<file path="src/design/fle_pkg.sv">
`timescale 1ns / 1ps
`default_nettype none
// ----------------------------------------------------------------------------
// fle_pkg
// Shared types for the line FIR filter: controller states, the command
// bundle to the datapath and the status bundle back.
// ----------------------------------------------------------------------------
package fle_pkg;

    localparam int PIX_W  = 16;
    localparam int COEF_W = 16;
    localparam int HALF_W = 4;
    localparam int CIDX_W = 5;
    localparam int CNT_W  = 16;
    localparam int RND_BIAS  = 16384;
    localparam int RND_SHIFT = 15;

    typedef enum logic [2:0] {
        S_IDLE,
        S_PLAN,
        S_SHIFT,
        S_CLR,
        S_MAC,
        S_MEND,
        S_RND,
        S_OUT
    } t_state;

    typedef struct packed {
        logic load;      // take a pixel item into the window
        logic plan;      // set flush and shift counts
        logic shift;     // replicate the last pixel once
        logic reload;    // one shift before the next flush output
        logic clr;       // clear accumulator and tap counter
        logic mac;       // issue one product
        logic drain;     // add the final product
        logic rnd;       // round, saturate, load output register
        logic end_line;  // close the line
    } t_cmd;

    typedef struct packed {
        logic emit;        // push count exceeds half length
        logic last;        // current pixel ends the line
        logic shift_done;  // one shift left
        logic mac_last;    // last tap being issued
        logic more;        // flush outputs remain
    } t_status;

endpackage
`default_nettype wire

</file>
<file path="src/design/fir_line_filter_edge_replicate.sv">
// Order (h = half length): a pixel item with an output runs plan, clear, tap
//   loop, drain, round and output; each further end-of-line output runs one
//   shift and these again, a short line's first flush up to h-1 extra shifts.
// Throughput: one item at a time; a coefficient write is taken in idle, a
//   pixel without output passes the plan state, a pixel with output runs the
//   tap loop on the single shared tap multiplier; output stalls add to these.
// Reset: synchronous, active low; clears window, taps, line state, and sets
//   half length to 1.
`timescale 1ns / 1ps
`default_nettype none
// ----------------------------------------------------------------------------
// fir_line_filter_edge_replicate
// Odd-length line FIR with edge replication, rounded and saturated output.
// ----------------------------------------------------------------------------
module fir_line_filter_edge_replicate #(
    parameter int MAX_TAPS = 31
) (
    input  wire logic        i_clk,
    input  wire logic        i_rst_n,
    input  wire logic        i_valid,
    output logic             o_stall,
    input  wire logic        i_kind,
    input  wire logic [4:0]  i_coef_index,
    input  wire logic [15:0] i_coef_value,
    input  wire logic [15:0] i_pixel_in,
    input  wire logic        i_last_in,
    output logic             o_valid,
    input  wire logic        i_stall,
    output logic [15:0]      o_pixel_out,
    output logic             o_last_out,
    input  wire logic        i_cfg_wr_en,
    input  wire logic [3:0]  i_cfg_wr_data
);
    import fle_pkg::*;

    t_cmd    cmd;
    t_status status;

    // controller
    fle_ctrl u_ctrl (
        .i_clk       (i_clk),
        .i_rst_n     (i_rst_n),
        .i_valid     (i_valid),
        .i_kind      (i_kind),
        .i_stall     (i_stall),
        .i_status    (status),
        .o_cmd       (cmd),
        .o_in_stall  (o_stall),
        .o_out_valid (o_valid)
    );

    // datapath
    fle_dp #(.MAX_TAPS(MAX_TAPS)) u_dp (
        .i_clk         (i_clk),
        .i_rst_n       (i_rst_n),
        .i_cmd         (cmd),
        .i_coef_we     (i_valid && !o_stall && !i_kind),
        .i_coef_index  (i_coef_index),
        .i_coef_value  (i_coef_value),
        .i_pixel_in    (i_pixel_in),
        .i_last_in     (i_last_in),
        .i_cfg_wr_en   (i_cfg_wr_en),
        .i_cfg_wr_data (i_cfg_wr_data),
        .o_status      (status),
        .o_pixel_out   (o_pixel_out),
        .o_last_out    (o_last_out)
    );

`ifndef ASSERT_OFF
    // no input taken while a result is offered
    a_out_blocks_in: assert property (@(posedge i_clk) disable iff (!i_rst_n)
        o_valid |-> o_stall) else $error("input taken during output");

    // a stalled result holds its value
    a_out_hold: assert property (@(posedge i_clk) disable iff (!i_rst_n)
        o_valid && i_stall |=> o_valid && $stable(o_pixel_out)
            && $stable(o_last_out)) else $error("output changed under stall");

    // input is stalled right after a pixel item is taken
    a_pixel_busy: assert property (@(posedge i_clk) disable iff (!i_rst_n)
        i_valid && !o_stall && i_kind |=> o_stall) else $error("pixel not held");
`endif

endmodule
`default_nettype wire

</file>
<file path="src/design/fle_ctrl.sv">
`timescale 1ns / 1ps
`default_nettype none
// ----------------------------------------------------------------------------
// fle_ctrl
// Sequencer: load a pixel, run the tap loop, emit outputs, replicate the
// last pixel through the end-of-line flush.
// ----------------------------------------------------------------------------
module fle_ctrl (
    input  wire logic             i_clk,
    input  wire logic             i_rst_n,
    input  wire logic             i_valid,
    input  wire logic             i_kind,
    input  wire logic             i_stall,
    input  wire fle_pkg::t_status i_status,
    output fle_pkg::t_cmd         o_cmd,
    output logic                  o_in_stall,
    output logic                  o_out_valid
);
    import fle_pkg::*;

    t_state r_state, n_state;

    // state register
    always_ff @(posedge i_clk) begin
        if (!i_rst_n) begin
            r_state <= S_IDLE;
        end else begin
            r_state <= n_state;
        end
    end

    // next state
    always_comb begin
        n_state = r_state;
        unique case (r_state)
            S_IDLE: begin
                if (i_valid && i_kind) n_state = S_PLAN;
            end
            S_PLAN: begin
                if (i_status.emit) n_state = S_CLR;
                else if (i_status.last) n_state = S_SHIFT;
                else n_state = S_IDLE;
            end
            S_SHIFT: begin
                if (i_status.shift_done) n_state = S_CLR;
            end
            S_CLR:  n_state = S_MAC;
            S_MAC: begin
                if (i_status.mac_last) n_state = S_MEND;
            end
            S_MEND: n_state = S_RND;
            S_RND:  n_state = S_OUT;
            S_OUT: begin
                if (!i_stall) n_state = i_status.more ? S_SHIFT : S_IDLE;
            end
            default: n_state = S_IDLE;
        endcase
    end

    // outputs
    always_comb begin
        o_cmd       = '0;
        o_in_stall  = 1'b1;
        o_out_valid = 1'b0;
        unique case (r_state)
            S_IDLE: begin
                o_in_stall = 1'b0;
                o_cmd.load = i_valid && i_kind;
            end
            S_PLAN: begin
                o_cmd.plan     = 1'b1;
                o_cmd.end_line = !i_status.emit && !i_status.last;
            end
            S_SHIFT: o_cmd.shift = 1'b1;
            S_CLR:   o_cmd.clr   = 1'b1;
            S_MAC:   o_cmd.mac   = 1'b1;
            S_MEND:  o_cmd.drain = 1'b1;
            S_RND:   o_cmd.rnd   = 1'b1;
            S_OUT: begin
                o_out_valid    = 1'b1;
                o_cmd.reload   = !i_stall && i_status.more;
                o_cmd.end_line = !i_stall && !i_status.more;
            end
            default: o_cmd = '0;
        endcase
    end

endmodule
`default_nettype wire

</file>
<file path="src/design/fle_dp.sv">
`timescale 1ns / 1ps
`default_nettype none
// ----------------------------------------------------------------------------
// fle_dp
// Datapath: window shift register, tap store, one shared multiplier with
// accumulator, rounding and saturation, line and flush counters.
// ----------------------------------------------------------------------------
module fle_dp #(
    parameter int MAX_TAPS = 31
) (
    input  wire logic                 i_clk,
    input  wire logic                 i_rst_n,
    input  wire fle_pkg::t_cmd        i_cmd,
    input  wire logic                 i_coef_we,
    input  wire logic [4:0]           i_coef_index,
    input  wire logic [15:0]          i_coef_value,
    input  wire logic [15:0]          i_pixel_in,
    input  wire logic                 i_last_in,
    input  wire logic                 i_cfg_wr_en,
    input  wire logic [3:0]           i_cfg_wr_data,
    output fle_pkg::t_status          o_status,
    output logic [15:0]               o_pixel_out,
    output logic                      o_last_out
);
    import fle_pkg::*;

    localparam int IW   = $clog2(MAX_TAPS);
    localparam int HLIM = (MAX_TAPS - 1) / 2;
    localparam int AW   = 32 + IW;

    logic [PIX_W-1:0]  r_win [MAX_TAPS];
    logic [COEF_W-1:0] r_tap [MAX_TAPS];
    logic [HALF_W-1:0] r_half_taps;
    logic              r_in_line;
    logic [CNT_W-1:0]  r_cnt;
    logic [PIX_W-1:0]  r_px;
    logic              r_last;
    logic              r_flushing;
    logic [4:0]        r_flush_left;
    logic [4:0]        r_shift_left;
    logic [4:0]        r_k;
    logic [31:0]       r_prod;
    logic              r_pv;
    logic [AW-1:0]     r_acc;
    logic [15:0]       r_pixel_out;
    logic              r_last_out;

    logic [HALF_W-1:0] h;
    logic [4:0]        two_h;
    logic [IW+4:0]     widx;
    logic [IW+4:0]     tidx;
    logic [IW+4:0]     cidx;
    logic [AW:0]       rsum;
    logic [AW:0]       rq;
    logic [4:0]        fl_next;
    logic              emit;

    // limit half length to the window
    assign h     = (32'(r_half_taps) > HLIM) ? HALF_W'(HLIM) : r_half_taps;
    assign two_h = {h, 1'b0};
    assign widx  = (IW+5)'(two_h) - (IW+5)'(r_k);
    assign tidx  = (IW+5)'(r_k);
    assign cidx  = (IW+5)'(i_coef_index);
    assign emit  = r_cnt > CNT_W'(h);

    // half length register
    always_ff @(posedge i_clk) begin
        if (!i_rst_n) begin
            r_half_taps <= HALF_W'(1);
        end else if (i_cfg_wr_en) begin
            r_half_taps <= i_cfg_wr_data;
        end
    end

    // tap store
    always_ff @(posedge i_clk) begin
        if (!i_rst_n) begin
            for (int i = 0; i < MAX_TAPS; i++) r_tap[i] <= '0;
        end else if (i_coef_we && (32'(cidx) < MAX_TAPS)) begin
            r_tap[cidx[IW-1:0]] <= i_coef_value;
        end
    end

    // window: fill on first pixel, shift on later and replicated pixels
    always_ff @(posedge i_clk) begin
        if (!i_rst_n) begin
            for (int i = 0; i < MAX_TAPS; i++) r_win[i] <= '0;
        end else if (i_cmd.load && !r_in_line) begin
            for (int i = 0; i < MAX_TAPS; i++) r_win[i] <= i_pixel_in;
        end else if (i_cmd.load || i_cmd.shift) begin
            for (int i = MAX_TAPS - 1; i > 0; i--) r_win[i] <= r_win[i-1];
            r_win[0] <= i_cmd.load ? i_pixel_in : r_px;
        end
    end

    // line state
    always_ff @(posedge i_clk) begin
        if (!i_rst_n) begin
            r_in_line <= 1'b0;
            r_cnt     <= '0;
        end else if (i_cmd.load) begin
            r_in_line <= 1'b1;
            if (!r_in_line) r_cnt <= CNT_W'(1);
            else if (r_cnt != '1) r_cnt <= r_cnt + 1'b1;
        end else if (i_cmd.end_line && r_last) begin
            r_in_line <= 1'b0;
            r_cnt     <= '0;
        end
    end

    // pixel and flush bookkeeping
    always_ff @(posedge i_clk) begin
        if (!i_rst_n) begin
            r_px         <= '0;
            r_last       <= 1'b0;
            r_flushing   <= 1'b0;
            r_flush_left <= '0;
            r_shift_left <= '0;
        end else begin
            if (i_cmd.load) begin
                r_px       <= i_pixel_in;
                r_last     <= i_last_in;
                r_flushing <= 1'b0;
            end
            if (i_cmd.plan) begin
                if (emit) begin
                    r_flush_left <= 5'(h);
                    r_shift_left <= 5'd1;
                end else begin
                    r_flush_left <= r_cnt[4:0];
                    r_shift_left <= 5'(h) - r_cnt[4:0] + 5'd1;
                end
            end
            if (i_cmd.shift) begin
                r_flushing   <= 1'b1;
                r_shift_left <= r_shift_left - 5'd1;
            end
            if (i_cmd.reload) r_shift_left <= 5'd1;
            if (i_cmd.rnd && r_flushing) r_flush_left <= fl_next;
        end
    end

    // multiply and accumulate, one tap a cycle
    always_ff @(posedge i_clk) begin
        if (i_cmd.clr) begin
            r_k   <= '0;
            r_pv  <= 1'b0;
            r_acc <= '0;
        end else if (i_cmd.mac) begin
            r_prod <= r_tap[tidx[IW-1:0]] * r_win[widx[IW-1:0]];
            r_pv   <= 1'b1;
            r_k    <= r_k + 5'd1;
            if (r_pv) r_acc <= r_acc + AW'(r_prod);
        end else if (i_cmd.drain) begin
            r_acc <= r_acc + AW'(r_prod);
            r_pv  <= 1'b0;
        end
    end

    // round half up, saturate
    assign rsum    = (AW+1)'(r_acc) + (AW+1)'(RND_BIAS);
    assign rq      = rsum >> RND_SHIFT;
    assign fl_next = r_flush_left - 5'd1;

    always_ff @(posedge i_clk) begin
        if (i_cmd.rnd) begin
            r_pixel_out <= (rq > (AW+1)'(16'hFFFF)) ? 16'hFFFF : rq[15:0];
            r_last_out  <= r_last && (r_flushing ? (fl_next == '0)
                                                 : (r_flush_left == '0));
        end
    end

    assign o_pixel_out         = r_pixel_out;
    assign o_last_out          = r_last_out;
    assign o_status.emit       = emit;
    assign o_status.last       = r_last;
    assign o_status.shift_done = (r_shift_left == 5'd1);
    assign o_status.mac_last   = (r_k == two_h);
    assign o_status.more       = r_last && (r_flush_left != '0);

endmodule
`default_nettype wire
</file>
<file path="config.mk">
export PLATFORM = sky130hd
export DESIGN_NAME = fir_line_filter_edge_replicate
export DESIGN_NICKNAME = d
export VERILOG_FILES = /design/src/design/fle_pkg.sv /design/src/design/fir_line_filter_edge_replicate.sv /design/src/design/fle_ctrl.sv /design/src/design/fle_dp.sv
export SDC_FILE = /design/constraint.sdc
export NUM_CORES = 2
export LEC_CHECK = 0
export BUFFER_PORTS_ARGS = -buffer_cell sky130_fd_sc_hd__buf_4
export CORE_ASPECT_RATIO = 0.6
export CORE_MARGIN = 4
export CORE_UTILIZATION = 55
export DETAILED_ROUTE_END_ITERATION = 12
export PLACE_DENSITY = 0.71
export SKIP_LAST_GASP = 1
export SLEW_MARGIN = 0
export SYNTH_ARGS = -nofsm -noshare
export SYNTH_HDL_FRONTEND = slang
export SYNTH_SLANG_ARGS = --single-unit
</file>
<file path="constraint.sdc">
create_clock -name i_clk -period 11.8 [get_ports i_clk]
set_clock_uncertainty 0.2 [all_clocks]
set_input_delay 0.59 -clock i_clk [delete_from_list [all_inputs] [get_ports i_clk]]
set_output_delay 0.59 -clock i_clk [all_outputs]
set_load 0.05 [all_outputs]
</file>
==> parameters.txt <==
Parameter                              Value

Setup path
  Critical setup path kind    reg2reg
  Crit. End Element    register
  Crit path arrival time    approximately 10 ns
  Max FO, Critical Path    between 40 and 50
  Startpoint type of the worst setup path    register
  Required time at the worst-slack endpoint    around 12 ns

Clock tree
  Longest Clk Path Bufs    3
  Clock root cell    clkbuf_16
  Clock insertion delay at the later pin of the skew report    0.75 ns
  Clock transition time at the flip-flop clock pins of the worst setup and hold paths    0.07 ns
  Hold buffer count at cts    26
  Number of sinks on the clock net    1157
  Total setup buffers inserted after CTS    0
  Inserted Clock Buffers    104
  Clock tree from TritonCTS    built
  CTS H-tree lvls    3
  Post-CTS resize count    0

Cells and area
  Combined area of the multi-input logic cells    roughly 29000 µm²
  Commonest non-fill, non-tap cell in the layout    edfxtp_1
  FF/Latch Area    31700 µm²
  Net total in the final layout    roughly 5500
  Layout cell share with drive strength beyond 1    0.134
  Highest-count cells in the layout ignoring fill and taps    edfxtp_1, and2_1, a21oi_1, dfxtp_1, nand2_1
  Layout-stage area growth over the synthesis result    8.32%
  # fillers    8768

GRT
  Number of global-route vias before repair    approximately 39000
  Global route overflow    0
  GRT Overall Usage    0.264
  Maximum number of pins on one net before global-route repair    198
  Number of antenna violations at the first check in global routing    12
  First-pass GRT wire length    244000 µm

Timing
  Setup-failing EPs final    0
  Post-route fraction of the period consumed by the critical path    0.831
  Final setup TNS    0 ns
  RSZ-0062 raised after global routing    false
  Fmax    0.102 GHz
  Actual transition at the worst max-transition pin    1.27 ns
  Max Slew Vio Count    0
  Min cycle time layout    about 10 ns
  Worst relative slew slack    0.150
  Hold Vio Cnt, Final    0

Outcome
  Run status    completed

Drt
  Via-to-Cell Ratio    6.22
  DRC    0
  Final ANT Viol Nets    0
  Initial DRC Count    5317
  DRT Wirelength    159000 µm
  Number of optimization iterations in the first detailed-route pass    6
  Via Count    41700
  Routed wire length per instance    23.8 µm

Synthesis
  Number of synthesized register bits    1157
  Average cell area after synthesis    12.1 µm²
  Cell taking the most area after synthesis    edfxtp_1
  Top area cells in the synthesized netlist    edfxtp_1, mux4_2, dfxtp_1, fa_1, and2_1
  Fraction of synthesized cell area taken by the top area cell type    0.405
  Count of unique library cells instantiated by Yosys    76
  Gate Count Post-Synth    5215
  Share of flip-flops with an asynchronous set or reset    0
  Register area share after synthesis    0.503
  Most common flop cell mapped by yosys    edfxtp_1
  Netlist Area Pre-Place    63000 µm²
  Number of synthesized flops with an enable pin    849
  Syn. warnings    0

Place
  Count of input and output buffers    66
  Detailed placement HPWL    104000 µm
  Final Wtd Congestion    0.946

Floorplanning
  Core region area    113000 µm²
  Die outline area    120000 µm²
  Total number of placement rows    95
  Die Wd    approximately 440 µm
  Initial Utilization    0.558
  Die extent in y    roughly 270 µm
  IO Pins    67

Min path
  Worst min-delay path class    in2reg

Run
  # Max-Cap Violations    0
[cell type report]
type                    count  share of cell area
diodes                      1           0.0000367
well taps                1503              0.0276
multi-input cells        3383               0.420
repair buffers            175              0.0214
clock buffers             159              0.0455
clock inverters            39             0.00534
inverters                 287              0.0158
flip-flops and latches   1157               0.464
[per-stage QoR]
stage	utilization	setup slack [ns]	hold WS, ns	area [µm²]	instances
floorplan	-	3.31	0.236	63000	5230
global placement	0.572	2.27	0.243	64500	6479
detailed placement	0.572	2.07	0.250	64500	6479
CTS	0.605	2.03	0.0644	68200	6703
global route	0.605	1.54	0.0737	68200	6704
finish	0.605	1.99	0.0992	68200	6704
[cell families after synthesis]
logic type,Yosys count,synth area share
AND/OR/NAND/NOR,1288,0.108
flip-flops,1157,0.503
XOR/XNOR,82,0.0115
buffers and inverters,690,0.0443
other,1,0.0000596
adder cells (fa/ha/maj),356,0.0943
multiplexers,358,0.118
AO/OA/AOI/OAI,1283,0.122
[worst paths after layout]
kind | slack, ns | depth (start not counted) | startpoint | endpoint
worst max-delay path | 1.99 | 26 | u_dp.r_k[0]$_SDFFE_PP0P_ | u_dp.r_prod[29]$_DFFE_PP_
worst min register to register | 0.26 | 2 | u_dp.r_acc[13]$_SDFFE_PP0P_ | u_dp.r_acc[13]$_SDFFE_PP0P_
worst max register to register | 1.99 | 26 | u_dp.r_k[0]$_SDFFE_PP0P_ | u_dp.r_prod[29]$_DFFE_PP_
worst min-delay path | 0.1 | 1 | i_coef_value[12] | u_dp.r_tap[31][12]$_DFFE_PP_
[synth_stat cells (9+ instances only)]
| library cell | instances |
|---|---|
| o21ai_0 | 313 |
| buf_4 | 12 |
| nand2b_1 | 34 |
| xor2_1 | 26 |
| inv_2 | 9 |
| o21a_1 | 14 |
| and3_1 | 34 |
| nand2_1 | 302 |
| ha_1 | 158 |
| nor3_1 | 31 |
| and2_1 | 558 |
| nand4_1 | 17 |
| a21oi_1 | 515 |
| a21o_1 | 299 |
| clkbuf_1 | 278 |
| mux2i_1 | 30 |
| or3_1 | 11 |
| mux4_2 | 298 |
| xnor2_1 | 55 |
| nor2b_1 | 17 |
| mux2_2 | 22 |
| fa_1 | 198 |
| buf_1 | 12 |
| buf_2 | 96 |
| edfxtp_1 | 849 |
| o211ai_1 | 14 |
| a31oi_1 | 13 |
| or2_2 | 19 |
| dfxtp_1 | 308 |
| a21boi_0 | 24 |
| a211oi_1 | 15 |
| a22o_1 | 17 |
| nand3_1 | 36 |
| nor2_1 | 197 |
| inv_1 | 278 |
[critical path, cell delays in order (launching register included)]
cell       delay [ns]
dfxtp_4          0.36
inv_1            0.11
fa_4             1.30
buf_12           0.38
mux4_2           0.54
mux4_2           0.50
mux2i_4          0.58
nor2_1           0.15
fa_1             0.55
inv_1            0.05
fa_1             0.47
inv_1            0.05
fa_1             0.48
fa_1             0.51
fa_1             0.49
inv_1            0.05
fa_1             0.48
inv_1            0.05
ha_1             0.36
and4_1           0.25
nand2_1          0.12
o21ai_0          0.15
o2bb2ai_1        0.20
o41ai_1          0.47
nand3_1          0.17
and2_1           0.19
o311ai_1         0.28
[state kept, by name, summed over array words and instances, names as in the netlist, 3 cells and up, named ones only]
name / cells
u_dp.o_pixel_out: 16
u_dp.r_flush_left: 5
u_dp.r_acc: 37
u_dp.r_shift_left: 5
u_dp.r_k: 5
u_ctrl.r_state: 3
u_dp.r_cnt: 16
u_dp.r_prod: 32
u_dp.h: 4
u_dp.r_win: 496
u_dp.r_px: 16
u_dp.r_tap: 512
[per-layer routing]
metal  GRT usage  routed length [µm]
met1       0.417               71400
met2       0.346               64100
met3      0.0927               20500
met4      0.0592                3380
met5           0                  23
Power is left out: the tool's default activity adds up to more than one toggle a clock period on the data nets, which glitch-free logic cannot reach.
